## config.mk

```make
export PLATFORM = sky130hd
export DESIGN_NAME = rect_separating_axis_collide_top
export DESIGN_NICKNAME = d
export VERILOG_FILES = /design/src/rtl/rsa_pkg.sv /design/src/rtl/rsa_ram.sv /design/src/rtl/rsa_proj.sv /design/src/rtl/rect_separating_axis_collide_top.sv
export SDC_FILE = /design/constraint.sdc
export NUM_CORES = 2
export LEC_CHECK = 0
export BUFFER_PORTS_ARGS = -buffer_cell sky130_fd_sc_hd__buf_4
export CORE_MARGIN = 3
export CORE_UTILIZATION = 60
export DETAILED_ROUTE_END_ITERATION = 10
export GPL_TIMING_DRIVEN = 0
export HOLD_SLACK_MARGIN = 0.05
export PLACE_DENSITY = 0.76
export SYNTH_ARGS = -nofsm -noshare
export SYNTH_HDL_FRONTEND = slang
export SYNTH_SLANG_ARGS = --single-unit
```

## constraint.sdc

```tcl
create_clock -name clk -period 18.8 [get_ports clk]
set_input_delay 3.76 -clock clk [delete_from_list [all_inputs] [get_ports clk]]
set_output_delay 3.76 -clock clk [all_outputs]
set_load 0.05 [all_outputs]
```

## src/rtl/rsa_pkg.sv

```systemverilog
`timescale 1ns / 1ps
package rsa_pkg;

    localparam int MAX_OBSTACLES = 16;
    localparam int COORD_BITS    = 16;
    localparam int OBS_IDX_W     = $clog2(MAX_OBSTACLES);
    localparam int CNT_W         = $clog2(MAX_OBSTACLES + 1);
    localparam int RAM_DEPTH     = MAX_OBSTACLES * 4;
    localparam int RAM_AW        = $clog2(RAM_DEPTH);
    localparam int EDGE_W        = COORD_BITS + 1;
    localparam int MUL_W         = COORD_BITS + EDGE_W;
    localparam int PROJ_W        = 2 * COORD_BITS + 3;

    localparam logic OP_LOAD  = 1'b0;
    localparam logic OP_QUERY = 1'b1;

    localparam logic [1:0] LAST_CORNER = 2'd3;

    typedef struct packed {
        logic signed [COORD_BITS-1:0] y;
        logic signed [COORD_BITS-1:0] x;
    } pt_t;

    typedef struct packed {
        logic mul_en;
        logic acc_load;
    } proj_ctrl_t;

endpackage

```

## src/rtl/rsa_ram.sv

```systemverilog
`timescale 1ns / 1ps
module rsa_ram #(
    parameter int WIDTH = 32,
    parameter int DEPTH = 64
) (
    input  logic                     clk,
    input  logic                     we,
    input  logic [$clog2(DEPTH)-1:0] waddr,
    input  logic [WIDTH-1:0]         wdata,
    input  logic [$clog2(DEPTH)-1:0] raddr,
    output logic [WIDTH-1:0]         rdata
);

    logic [WIDTH-1:0] mem [DEPTH];

    always_ff @(posedge clk)
    begin
        if (we)
        begin
            mem[waddr] <= wdata;
        end
        rdata <= mem[raddr];
    end

endmodule

```

## src/rtl/rsa_proj.sv

```systemverilog
`timescale 1ns / 1ps
module rsa_proj
    import rsa_pkg::*;
(
    input  logic                         clk,
    input  proj_ctrl_t                   ctrl,
    input  logic signed [COORD_BITS-1:0] opa,
    input  logic signed [EDGE_W-1:0]     opb,
    output logic signed [PROJ_W-1:0]     proj
);

    // x*ax, then y*ay while x*ax moves to acc, then proj = acc + prod
    logic signed [MUL_W-1:0]  prod_reg;
    logic signed [PROJ_W-1:0] acc_reg;

    always_ff @(posedge clk)
    begin
        if (ctrl.mul_en)
        begin
            prod_reg <= opa * opb;
        end
        if (ctrl.acc_load)
        begin
            acc_reg <= PROJ_W'(prod_reg);
        end
    end

    assign proj = acc_reg + PROJ_W'(prod_reg);

endmodule

```

## src/rtl/rect_separating_axis_collide_top.sv

```systemverilog
`timescale 1ns / 1ps
// channel   direction  handshake              payload
// command   in         start && !busy         operation slot corner coord_x coord_y
// result    out        hit_valid (1 cycle)    hit
// config    in         cfg_valid && cfg_ready cfg_data (obstacle_count)
//
// Load items and query corners 0..2 are stored when accepted. Query corner 3 runs the
// test on one shared multiplier: per obstacle a corner fetch from the corner RAM
// (S_LOAD), then per axis the edge normal (S_AX0, S_AX1), multiply, add and min/max
// for each of the 8 corners (S_MX, S_MY, S_MM), and a check (S_CHK).
// Count zero answers in the next cycle. Reset is asynchronous and needs no sweep.
// busy is high during a test; the result strobe cannot be stalled.
module rect_separating_axis_collide_top
    import rsa_pkg::*;
(
    input  logic                         clk,
    input  logic                         rst_n,
    input  logic                         start,
    output logic                         busy,
    input  logic                         operation,
    input  logic [3:0]                   slot,
    input  logic [1:0]                   corner,
    input  logic signed [COORD_BITS-1:0] coord_x,
    input  logic signed [COORD_BITS-1:0] coord_y,
    output logic                         hit_valid,
    output logic                         hit,
    input  logic                         cfg_valid,
    output logic                         cfg_ready,
    input  logic [4:0]                   cfg_data
);

    localparam logic [2:0] S_IDLE = 3'd0;
    localparam logic [2:0] S_LOAD = 3'd1;
    localparam logic [2:0] S_AX0  = 3'd2;
    localparam logic [2:0] S_AX1  = 3'd3;
    localparam logic [2:0] S_MX   = 3'd4;
    localparam logic [2:0] S_MY   = 3'd5;
    localparam logic [2:0] S_MM   = 3'd6;
    localparam logic [2:0] S_CHK  = 3'd7;

    logic [2:0]       state_reg, state_next;
    logic [CNT_W-1:0] k_reg, k_next;
    logic [2:0]       cnt_reg, cnt_next;
    logic [2:0]       axis_reg, axis_next;
    logic [2:0]       j_reg, j_next;
    logic [4:0]       cfg_reg;
    logic             hit_valid_reg, hit_valid_next;
    logic             hit_reg, hit_next;

    pt_t                      q_reg [4];
    pt_t                      ob_reg [4];
    pt_t                      tmp_reg;
    logic signed [EDGE_W-1:0] ax_reg, ay_reg;
    logic signed [PROJ_W-1:0] lo_reg [2];
    logic signed [PROJ_W-1:0] hi_reg [2];

    logic             accept;
    logic [CNT_W-1:0] count_eff;
    logic [2:0]       sel_idx;
    pt_t              sel_pt;
    logic             ram_we;
    logic [RAM_AW-1:0] ram_waddr, ram_raddr;
    pt_t              ram_rdata;
    pt_t              in_pt;
    proj_ctrl_t       pctrl;
    logic signed [COORD_BITS-1:0] opa;
    logic signed [EDGE_W-1:0]     opb;
    logic signed [PROJ_W-1:0]     proj;
    logic             sep;

    assign busy      = (state_reg != S_IDLE);
    assign accept    = start && !busy;
    assign cfg_ready = 1'b1;
    assign hit_valid = hit_valid_reg;
    assign hit       = hit_reg;
    assign in_pt     = '{y: coord_y, x: coord_x};

    assign count_eff = (CNT_W'(cfg_reg) > CNT_W'(MAX_OBSTACLES))
                       ? CNT_W'(MAX_OBSTACLES) : CNT_W'(cfg_reg);

    assign ram_we    = accept && (operation == OP_LOAD)
                       && (CNT_W'(slot) < CNT_W'(MAX_OBSTACLES));
    assign ram_waddr = {slot[OBS_IDX_W-1:0], corner};
    assign ram_raddr = {k_reg[OBS_IDX_W-1:0], cnt_reg[1:0]};

    rsa_ram #(
        .WIDTH ($bits(pt_t)),
        .DEPTH (RAM_DEPTH)
    ) u_ram (
        .clk   (clk),
        .we    (ram_we),
        .waddr (ram_waddr),
        .wdata (in_pt),
        .raddr (ram_raddr),
        .rdata (ram_rdata)
    );

    // single corner read port: bit 2 picks obstacle over query
    always_comb
    begin
        case (state_reg)
            S_AX0:   sel_idx = {axis_reg[0], axis_reg[2:1]};
            S_AX1:   sel_idx = {axis_reg[0], axis_reg[2:1] + 2'd1};
            default: sel_idx = j_reg;
        endcase
        sel_pt = sel_idx[2] ? ob_reg[sel_idx[1:0]] : q_reg[sel_idx[1:0]];
    end

    always_comb
    begin
        pctrl.mul_en   = (state_reg == S_MX) || (state_reg == S_MY);
        pctrl.acc_load = (state_reg == S_MY);
        opa = (state_reg == S_MY) ? sel_pt.y : sel_pt.x;
        opb = (state_reg == S_MY) ? ay_reg : ax_reg;
    end

    rsa_proj u_proj (
        .clk  (clk),
        .ctrl (pctrl),
        .opa  (opa),
        .opb  (opb),
        .proj (proj)
    );

    assign sep = (hi_reg[0] < lo_reg[1]) || (hi_reg[1] < lo_reg[0]);

    always_comb
    begin
        state_next     = state_reg;
        k_next         = k_reg;
        cnt_next       = cnt_reg;
        axis_next      = axis_reg;
        j_next         = j_reg;
        hit_valid_next = 1'b0;
        hit_next       = 1'b0;
        case (state_reg)
            S_IDLE:
            begin
                if (accept && (operation == OP_QUERY) && (corner == LAST_CORNER))
                begin
                    if (count_eff == '0)
                    begin
                        hit_valid_next = 1'b1;
                    end
                    else
                    begin
                        k_next     = '0;
                        cnt_next   = '0;
                        state_next = S_LOAD;
                    end
                end
            end
            S_LOAD:
            begin
                cnt_next = cnt_reg + 3'd1;
                if (cnt_reg == 3'd4)
                begin
                    axis_next  = '0;
                    state_next = S_AX0;
                end
            end
            S_AX0:
            begin
                state_next = S_AX1;
            end
            S_AX1:
            begin
                j_next     = '0;
                state_next = S_MX;
            end
            S_MX:
            begin
                state_next = S_MY;
            end
            S_MY:
            begin
                state_next = S_MM;
            end
            S_MM:
            begin
                j_next     = j_reg + 3'd1;
                state_next = (j_reg == 3'd7) ? S_CHK : S_MX;
            end
            S_CHK:
            begin
                if (sep)
                begin
                    if (k_reg + CNT_W'(1) == count_eff)
                    begin
                        hit_valid_next = 1'b1;
                        state_next     = S_IDLE;
                    end
                    else
                    begin
                        k_next     = k_reg + CNT_W'(1);
                        cnt_next   = '0;
                        state_next = S_LOAD;
                    end
                end
                else if (axis_reg == 3'd7)
                begin
                    hit_valid_next = 1'b1;
                    hit_next       = 1'b1;
                    state_next     = S_IDLE;
                end
                else
                begin
                    axis_next  = axis_reg + 3'd1;
                    state_next = S_AX0;
                end
            end
            default:
            begin
                state_next = S_IDLE;
            end
        endcase
    end

    always_ff @(posedge clk or negedge rst_n)
    begin
        if (!rst_n)
        begin
            state_reg     <= S_IDLE;
            k_reg         <= '0;
            cnt_reg       <= '0;
            axis_reg      <= '0;
            j_reg         <= '0;
            cfg_reg       <= '0;
            hit_valid_reg <= 1'b0;
            hit_reg       <= 1'b0;
        end
        else
        begin
            state_reg     <= state_next;
            k_reg         <= k_next;
            cnt_reg       <= cnt_next;
            axis_reg      <= axis_next;
            j_reg         <= j_next;
            hit_valid_reg <= hit_valid_next;
            hit_reg       <= hit_next;
            if (cfg_valid && cfg_ready)
            begin
                cfg_reg <= cfg_data;
            end
        end
    end

    always_ff @(posedge clk)
    begin
        if (accept && (operation == OP_QUERY))
        begin
            q_reg[corner] <= in_pt;
        end
        if ((state_reg == S_LOAD) && (cnt_reg != 3'd0))
        begin
            ob_reg[cnt_reg[1:0] - 2'd1] <= ram_rdata;
        end
        if (state_reg == S_AX0)
        begin
            tmp_reg <= sel_pt;
        end
        if (state_reg == S_AX1)
        begin
            // normal of edge tmp - next: (-(tmp.y - next.y), tmp.x - next.x)
            ax_reg <= EDGE_W'(sel_pt.y) - EDGE_W'(tmp_reg.y);
            ay_reg <= EDGE_W'(tmp_reg.x) - EDGE_W'(sel_pt.x);
        end
        if (state_reg == S_MM)
        begin
            if (j_reg[1:0] == 2'd0)
            begin
                lo_reg[j_reg[2]] <= proj;
                hi_reg[j_reg[2]] <= proj;
            end
            else
            begin
                if (proj < lo_reg[j_reg[2]])
                begin
                    lo_reg[j_reg[2]] <= proj;
                end
                if (proj > hi_reg[j_reg[2]])
                begin
                    hi_reg[j_reg[2]] <= proj;
                end
            end
        end
    end

    a_result_source: assert property (@(posedge clk) disable iff (!rst_n)
        hit_valid |-> ($past(state_reg) == S_CHK) || ($past(accept)
            && ($past(operation) == OP_QUERY) && ($past(corner) == LAST_CORNER)))
        else $error("result without a finished test");

    a_test_starts: assert property (@(posedge clk) disable iff (!rst_n)
        (accept && (operation == OP_QUERY) && (corner == LAST_CORNER)
            && (count_eff != '0)) |=> busy)
        else $error("test did not start");

    a_check_order: assert property (@(posedge clk) disable iff (!rst_n)
        (state_reg == S_CHK) |-> ($past(state_reg) == S_MM))
        else $error("axis check without projections");

    a_hit_only_valid: assert property (@(posedge clk) disable iff (!rst_n)
        hit |-> hit_valid)
        else $error("hit outside strobe");

endmodule

```

=== Word-level counts from Yosys, hierarchy flattened ===
Memories as Yosys holds them, arrays and structs flattened. A register that Yosys moved wholly into a read port is not among the register bits.
Cells that the tools add are included.
W data, S select, Z words.

* Flip-flop bits (word level): 156
* RAM bits: 2444
* Input port bits: 48
* Output and inout port bits: 4
* Logic and storage cells: 132
* Memories kept: 5

{| class="wikitable"
|+ Memories
! memory !! depth !! width !! rd ports !! clocked after Yosys merged registers in !! write ports !! line !! text
|-
| u_ram.mem || 64 || 32 || 1 || 1 || 1 || rsa_ram.sv:14 || <nowiki>logic [WIDTH-1:0] mem [DEPTH];</nowiki>
|-
| ob_reg || 4 || 32 || 1 || 0 || 1 || rect_separating_axis_collide_top.sv:51 || <nowiki>pt_t ob_reg [4];</nowiki>
|-
| q_reg || 4 || 32 || 1 || 0 || 1 || rect_separating_axis_collide_top.sv:50 || <nowiki>pt_t q_reg [4];</nowiki>
|-
| hi_reg || 2 || 35 || 3 || 0 || 1 || rect_separating_axis_collide_top.sv:55 || <nowiki>logic signed [PROJ_W-1:0] hi_reg [2];</nowiki>
|-
| lo_reg || 2 || 35 || 3 || 0 || 1 || rect_separating_axis_collide_top.sv:54 || <nowiki>logic signed [PROJ_W-1:0] lo_reg [2];</nowiki>
|}

* Add/subtract/negate cells: 9
* Multipliers: 1
* $lt $le $gt $ge: 5
* Equal/unequal tests: 19
* Mux-type cells: 55
* Bitwise gates (word level): 3
* Reductions and logical operators: 21

{| class="wikitable"
|+ Operator list
! kind !! number
|-
| $lt A35 B35 Y1 || 3
|-
| $mux W35 || 2
|-
| $gt A35 B35 Y1 || 1
|-
| $add A33 B33 Y34 || 1
|-
| $sub A16 B16 Y17 || 2
|-
| $mul A16 B17 Y33 || 1
|-
| $mux W3 || 11
|-
| $mux W32 || 1
|-
| $mux W1 || 25
|-
| $mux W5 || 5
|-
| $pmux W3 S8 || 1
|-
| $eq A3 B3 Y1 const B || 7
|-
| $pmux W3 S2 || 3
|-
| $mux W17 || 1
|-
| $mux W16 || 1
|-
| $ne A2 B2 Y1 const B || 7
|-
| $pmux W5 S2 || 1
|-
| $reduce_and A5 Y1 || 2
|-
| $add A3 B1 Y3 const B || 3
|-
| $pmux W3 S3 || 1
|-
| $reduce_bool A3 Y1 || 3
|-
| $eq A3 B2 Y1 const B || 2
|-
| $reduce_bool A2 Y1 || 3
|-
| $add A5 B1 Y5 const B || 1
|-
| 18 further kinds || 25
|}

=== Depth between registers and ports, before layout ===
* Depth after elaboration: 7
* Depth in mapped cells: 36
* Gate-level depth less buffers: 32

=== By module ===
A second synthesis with hierarchy kept.

* Cell total of the unflattened synthesis: 6334
* Area, all modules: 115751.0 µm²

{| class="wikitable"
|+ By module, submodules not included
! module !! times used !! cells each !! area an instance (µm²) !! seq. area each (µm²)
|-
| rsa_ram || 1 || 3324 || 78515.3 || 62139.6
|-
| rect_separating_axis_collide_top || 1 || 1582 || 23373.7 || 14473.9
|-
| rsa_proj || 1 || 1428 || 13862.0 || 1981.9
|}

=== Worst setup path before layout ===
Ideal clock, no wire load.

* Path kind: reg2reg
* Start: register axis_reg[1]
* End: register u_proj.prod_reg[32], data pin
* Library setup time: 0.260 ns
* Data arrival time: 7.583 ns
* Data required time: 18.540 ns
* Setup slack: 10.958 ns
* Cell stages (with the launch flop): 31
* Path buffers: 2
* Clock period less this slack: 7.842 ns
* Cells stage by stage: dfrtp_1 -> xnor2_1 -> nor2_4 -> a21oi_2 -> buf_6 -> buf_6 -> mux4_2 -> mux2i_2 -> nand2_1 -> a21boi_4 -> nand2_1 -> inv_1 -> fa_1 -> fa_1 -> fa_1 -> fa_1 -> fa_1 -> inv_1 -> fa_1 -> inv_1 -> ha_1 -> a21o_1 -> a21o_1 -> a21oi_1 -> nor2_1 -> a21oi_1 -> o31ai_1 -> o41a_1 -> a21o_1 -> a21oi_2 -> xnor2_1

* Longest elaborated chain between the ends: 6
* Elaborated cells between the ends (all ways): 7
* Classes of those cells: add/sub (1); mul (1); mux (3); memory (2)

{| class="wikitable"
|+ RTL lines
! element !! line !! text
|-
| from (decl) || rect_separating_axis_collide_top.sv:44 || <nowiki>logic [2:0] axis_reg, axis_next;</nowiki>
|-
| from (signal assigned) || rect_separating_axis_collide_top.sv:237 || <nowiki>axis_reg <= axis_next;</nowiki>
|-
| $add A2 B1 Y2 || rect_separating_axis_collide_top.sv:103 || <nowiki>S_AX1: sel_idx = {axis_reg[0], axis_reg[2:1] + 2'd1};</nowiki>
|-
| $pmux W3 S2 * || rect_separating_axis_collide_top.sv:101 || <nowiki>case (state_reg)</nowiki>
|-
| $mem_v2 Z4 W32, on equally long branches || - ||
|-
| $mux W32 * || rect_separating_axis_collide_top.sv:106 || <nowiki>sel_pt = sel_idx[2] ? ob_reg[sel_idx[1:0]] : q_reg[sel_idx[1:0]];</nowiki>
|-
| $mux W16 * || rect_separating_axis_collide_top.sv:113 || <nowiki>opa = (state_reg == S_MY) ? sel_pt.y : sel_pt.x;</nowiki>
|-
| $mul A16 B17 Y33 * || rsa_proj.sv:20 || <nowiki>prod_reg <= opa * opb;</nowiki>
|-
| to (signal assigned) || rsa_proj.sv:20 ||
|-
| to (decl) || rsa_proj.sv:13 || <nowiki>logic signed [MUL_W-1:0] prod_reg;</nowiki>
|}

Mark *: on every way between the ends. The rest lies on a longest branch, timed or not.
A chain may end at the register's enable or synchronous reset.

=== Worst setup path in the final report ===
* Start: register state_reg[2]
* End: register u_proj.prod_reg[31], data pin

* Longest elaborated chain between the ends: 6
* Elaborated cells between the ends (all ways): 10
* Classes of those cells: mul (1); eq/ne (3); mux (4); memory (2)

{| class="wikitable"
|+ RTL lines
! element !! line !! text
|-
| from (decl) || rect_separating_axis_collide_top.sv:41 || <nowiki>logic [2:0] state_reg, state_next;</nowiki>
|-
| from (signal assigned) || rect_separating_axis_collide_top.sv:234 || <nowiki>state_reg <= state_next;</nowiki>
|-
| $eq A3 B2 Y1 || rect_separating_axis_collide_top.sv:101 ||
|-
| $pmux W3 S2 || rect_separating_axis_collide_top.sv:101 ||
|-
| $mem_v2 Z4 W32, on equally long branches || - ||
|-
| $mux W32 || rect_separating_axis_collide_top.sv:106 ||
|-
| $mux W16 || rect_separating_axis_collide_top.sv:113 ||
|-
| $mul A16 B17 Y33 * || rsa_proj.sv:20 ||
|}

Marked as above.

==> summary.txt <==
Outcome
  – Status: complete, but fails checks
  – Failing checks: max-capacitance violations, max-slew violations

Timing
  – Tmin final: 9.90 ns
  – Final period util: 0.527
  – # setup viols final: 0
  – Max Slew Vio Count: 20
  – Unrepaired setup endpoints after global routing: no
  – FMAX: 0.101 GHz
  – Slew @ Worst Pin: 1.51 ns
  – Slew headroom: -0.00744
  – Final Hold Fails: 0
  – Total negative slack: 0 ns
  – Skew final: 0.106 ns

CTS
  – Bufs on Longest Clock Path: 4
  – Number of buffers created by CTS: 277
  – H-tree Lvls: 5
  – Clk root buf: clkbuf_16
  – # Post-CTS Setup Buffers: 0
  – Post-cts hold buffer count: 0
  – Worst skew pair latency: 0.96 ns
  – CTS tree: done
  – CTS sink count: 2628
  – Clock transition at path regs: 0.06 ns
  – Post-cts sizing count: 0

Finish
  – Area of the multi-input gates: 0.0345 mm²
  – Reg area: 0.0785 mm²
  – Area Overhead vs Synth: 12.9%
  – Proportion of layout cells with a drive suffix above 1: 0.228
  – Filler cell count in the final layout: 11300
  – Commonest cells after routing, fill and taps aside: edfxtp_1, mux4_2, inv_1
  – Commonest non-fill, non-tap cell in the layout: edfxtp_1
  – Max reg flops: 2048
  – NumNets Final: 6971

Worst setup path
  – Crit path DAT: 10.49 ns
  – Crit path kind: reg -> reg
  – CP startpoint kind: flop
  – CP required: 19.39 ns
  – CP dominant cell by count: fa_1
  – CP peak stage delay: 0.59 ns
  – Crit. End Element: flop
  – CP max stage cell: clkbuf_1
  – Crit path max fanout: 10

Die
  – Core footprint: 0.190 mm²
  – Chip width: 444 µm
  – Die Y: 444 µm
  – Row count: 160
  – Io pins: 52
  – Initial Util: 0.605
  – Die area: 0.197 mm²

Detailed routing
  – Drt total wl: 317000 µm
  – Drt via density: 6.81
  – Routed vias: 61800
  – # DRC: 0
  – 1st-iter DRT viols: 9463
  – Pre-antenna DRT Iters: 6
  – Final ANT Viol Nets: 0
  – DR WL/cell: 34.9 µm

Synthesis
  – Netlist cell types: 87
  – Yosys reg bits: 2628
  – Syn. warnings: 0
  – Avg Synthesized Cell Area: 19.4 µm²
  – Post-synth ARST share: 0.00913
  – Syn Nets: 6558
  – Ys flop type: edfxtp_1
  – Post-synth EDFFs: 2572
  – Register area share after synthesis: 0.682
  – Gate Count Post-Synth: 5937
  – Post-Syn Area: 0.115 mm²

GRT
  – GRT Util Overall: 0.326
  – Largest net degree at the start of global routing: 69
  – Global-route wire length before repair: 455000 µm
  – Vias in the first global route: 62900
  – Grt total ovfl: 0
  – Initial antenna violation count: 34

Place
  – DP HPWL: 194000 µm
  – Port bufs: 47
  – Gpl congestion: 0.903

Flow run
  – Max_cap viols: 2

Worst hold path
  – Hold crit path type: reg -> reg
final cells by class:
cell class	count	share of cell area
buffer	212	0.00784
timing repair buffer	134	0.0176
tap	2511	0.0242
clock inverter	132	0.0110
clock buffer	345	0.0569
multi-input combinational	2630	0.265
antenna	20	0.000385
sequential	2628	0.604
inverter	467	0.0135
worst paths after layout:
kind	start	endpoint	slack (ns)	cells past startpoint
min in group asynchronous	rst_n	cnt_reg[2]	2.77	1
worst max-delay path	state_reg[2]	u_proj.prod_reg[31]	8.90	32
worst min-delay path	u_proj.prod_reg[7]	u_proj.acc_reg[7]	0.43	0
max in group asynchronous	rst_n	k_reg[3]	15.77	1
worst min register to register	u_proj.prod_reg[7]	u_proj.acc_reg[7]	0.43	0
worst max register to register	state_reg[2]	u_proj.prod_reg[31]	8.90	32
critical path: cells and delay by family, from the launching register on:
kind	cells	cell delay (ns)
adder cells (fa/ha/maj)	7	3.32
AO/OA/AOI/OAI	10	2.88
buffers and inverters	8	1.23
multiplexers	2	0.86
AND/OR/NAND/NOR	4	0.53
flip-flops	1	0.38
XOR/XNOR	1	0.34
cells by family after synthesis:
| logic type | Yosys count | synth area share |
|---|---|---|
| AOI/OAI and AO/OA | 374 | 0.0223 |
| and+or+nand+nor | 720 | 0.0282 |
| other | 1 | 0.0000326 |
| adders and majority gates | 573 | 0.0805 |
| DFF | 2628 | 0.682 |
| muxes | 866 | 0.156 |
| buffers and inverters | 679 | 0.0241 |
| xor gates and xnor gates | 96 | 0.00730 |
per-stage QoR:
| stage | std cells | worst slack [ns] | cell area [µm²] | utilization | hold slack, ns |
|---|---|---|---|---|---|
| after floorplan | 5937 | 10.96 | 115000 | - | 0.431 |
| after global placement | 8495 | 8.88 | 119000 | 0.623 | 0.441 |
| after detailed placement | 8582 | 8.92 | 121000 | 0.636 | 0.444 |
| after CTS | 9059 | 8.82 | 130000 | 0.683 | 0.441 |
| after global routing | 9060 | 8.42 | 130000 | 0.683 | 0.461 |
| final | 9079 | 8.90 | 130000 | 0.683 | 0.434 |
synth_stat cells (all sizes together) (21+ instances only):
cell type	n	area (µm²)
nand2b	38	238
mux4	736	16600
ha	294	3680
and2	21	131
dfxtp	32	641
buf	124	687
a21oi	108	563
fa	279	5590
nand2	235	901
a21o	69	518
inv	465	1750
xnor2	70	613
clkbuf	88	330
nand4	28	175
mux2i	124	1330
o21ai	89	543
edfxtp	2572	77200
nor2b	35	219
nand3	32	160
nor3	26	130
nor2	266	1010
dfrtp	24	601
xor2	26	228
layer usage:
metal / routed length (µm) / vias to the layer above / track usage
met3: 35900 / 957 / 0.0744
li1: - / 24200 / -
met4: 22700 / 12 / 0.197
met1: 107000 / 32000 / 0.421
met5: 68 / - / 0
met2: 152000 / 4599 / 0.514
Power is left out: the tool's default activity adds up to more than one toggle a clock period on the data nets, which glitch-free logic cannot reach.
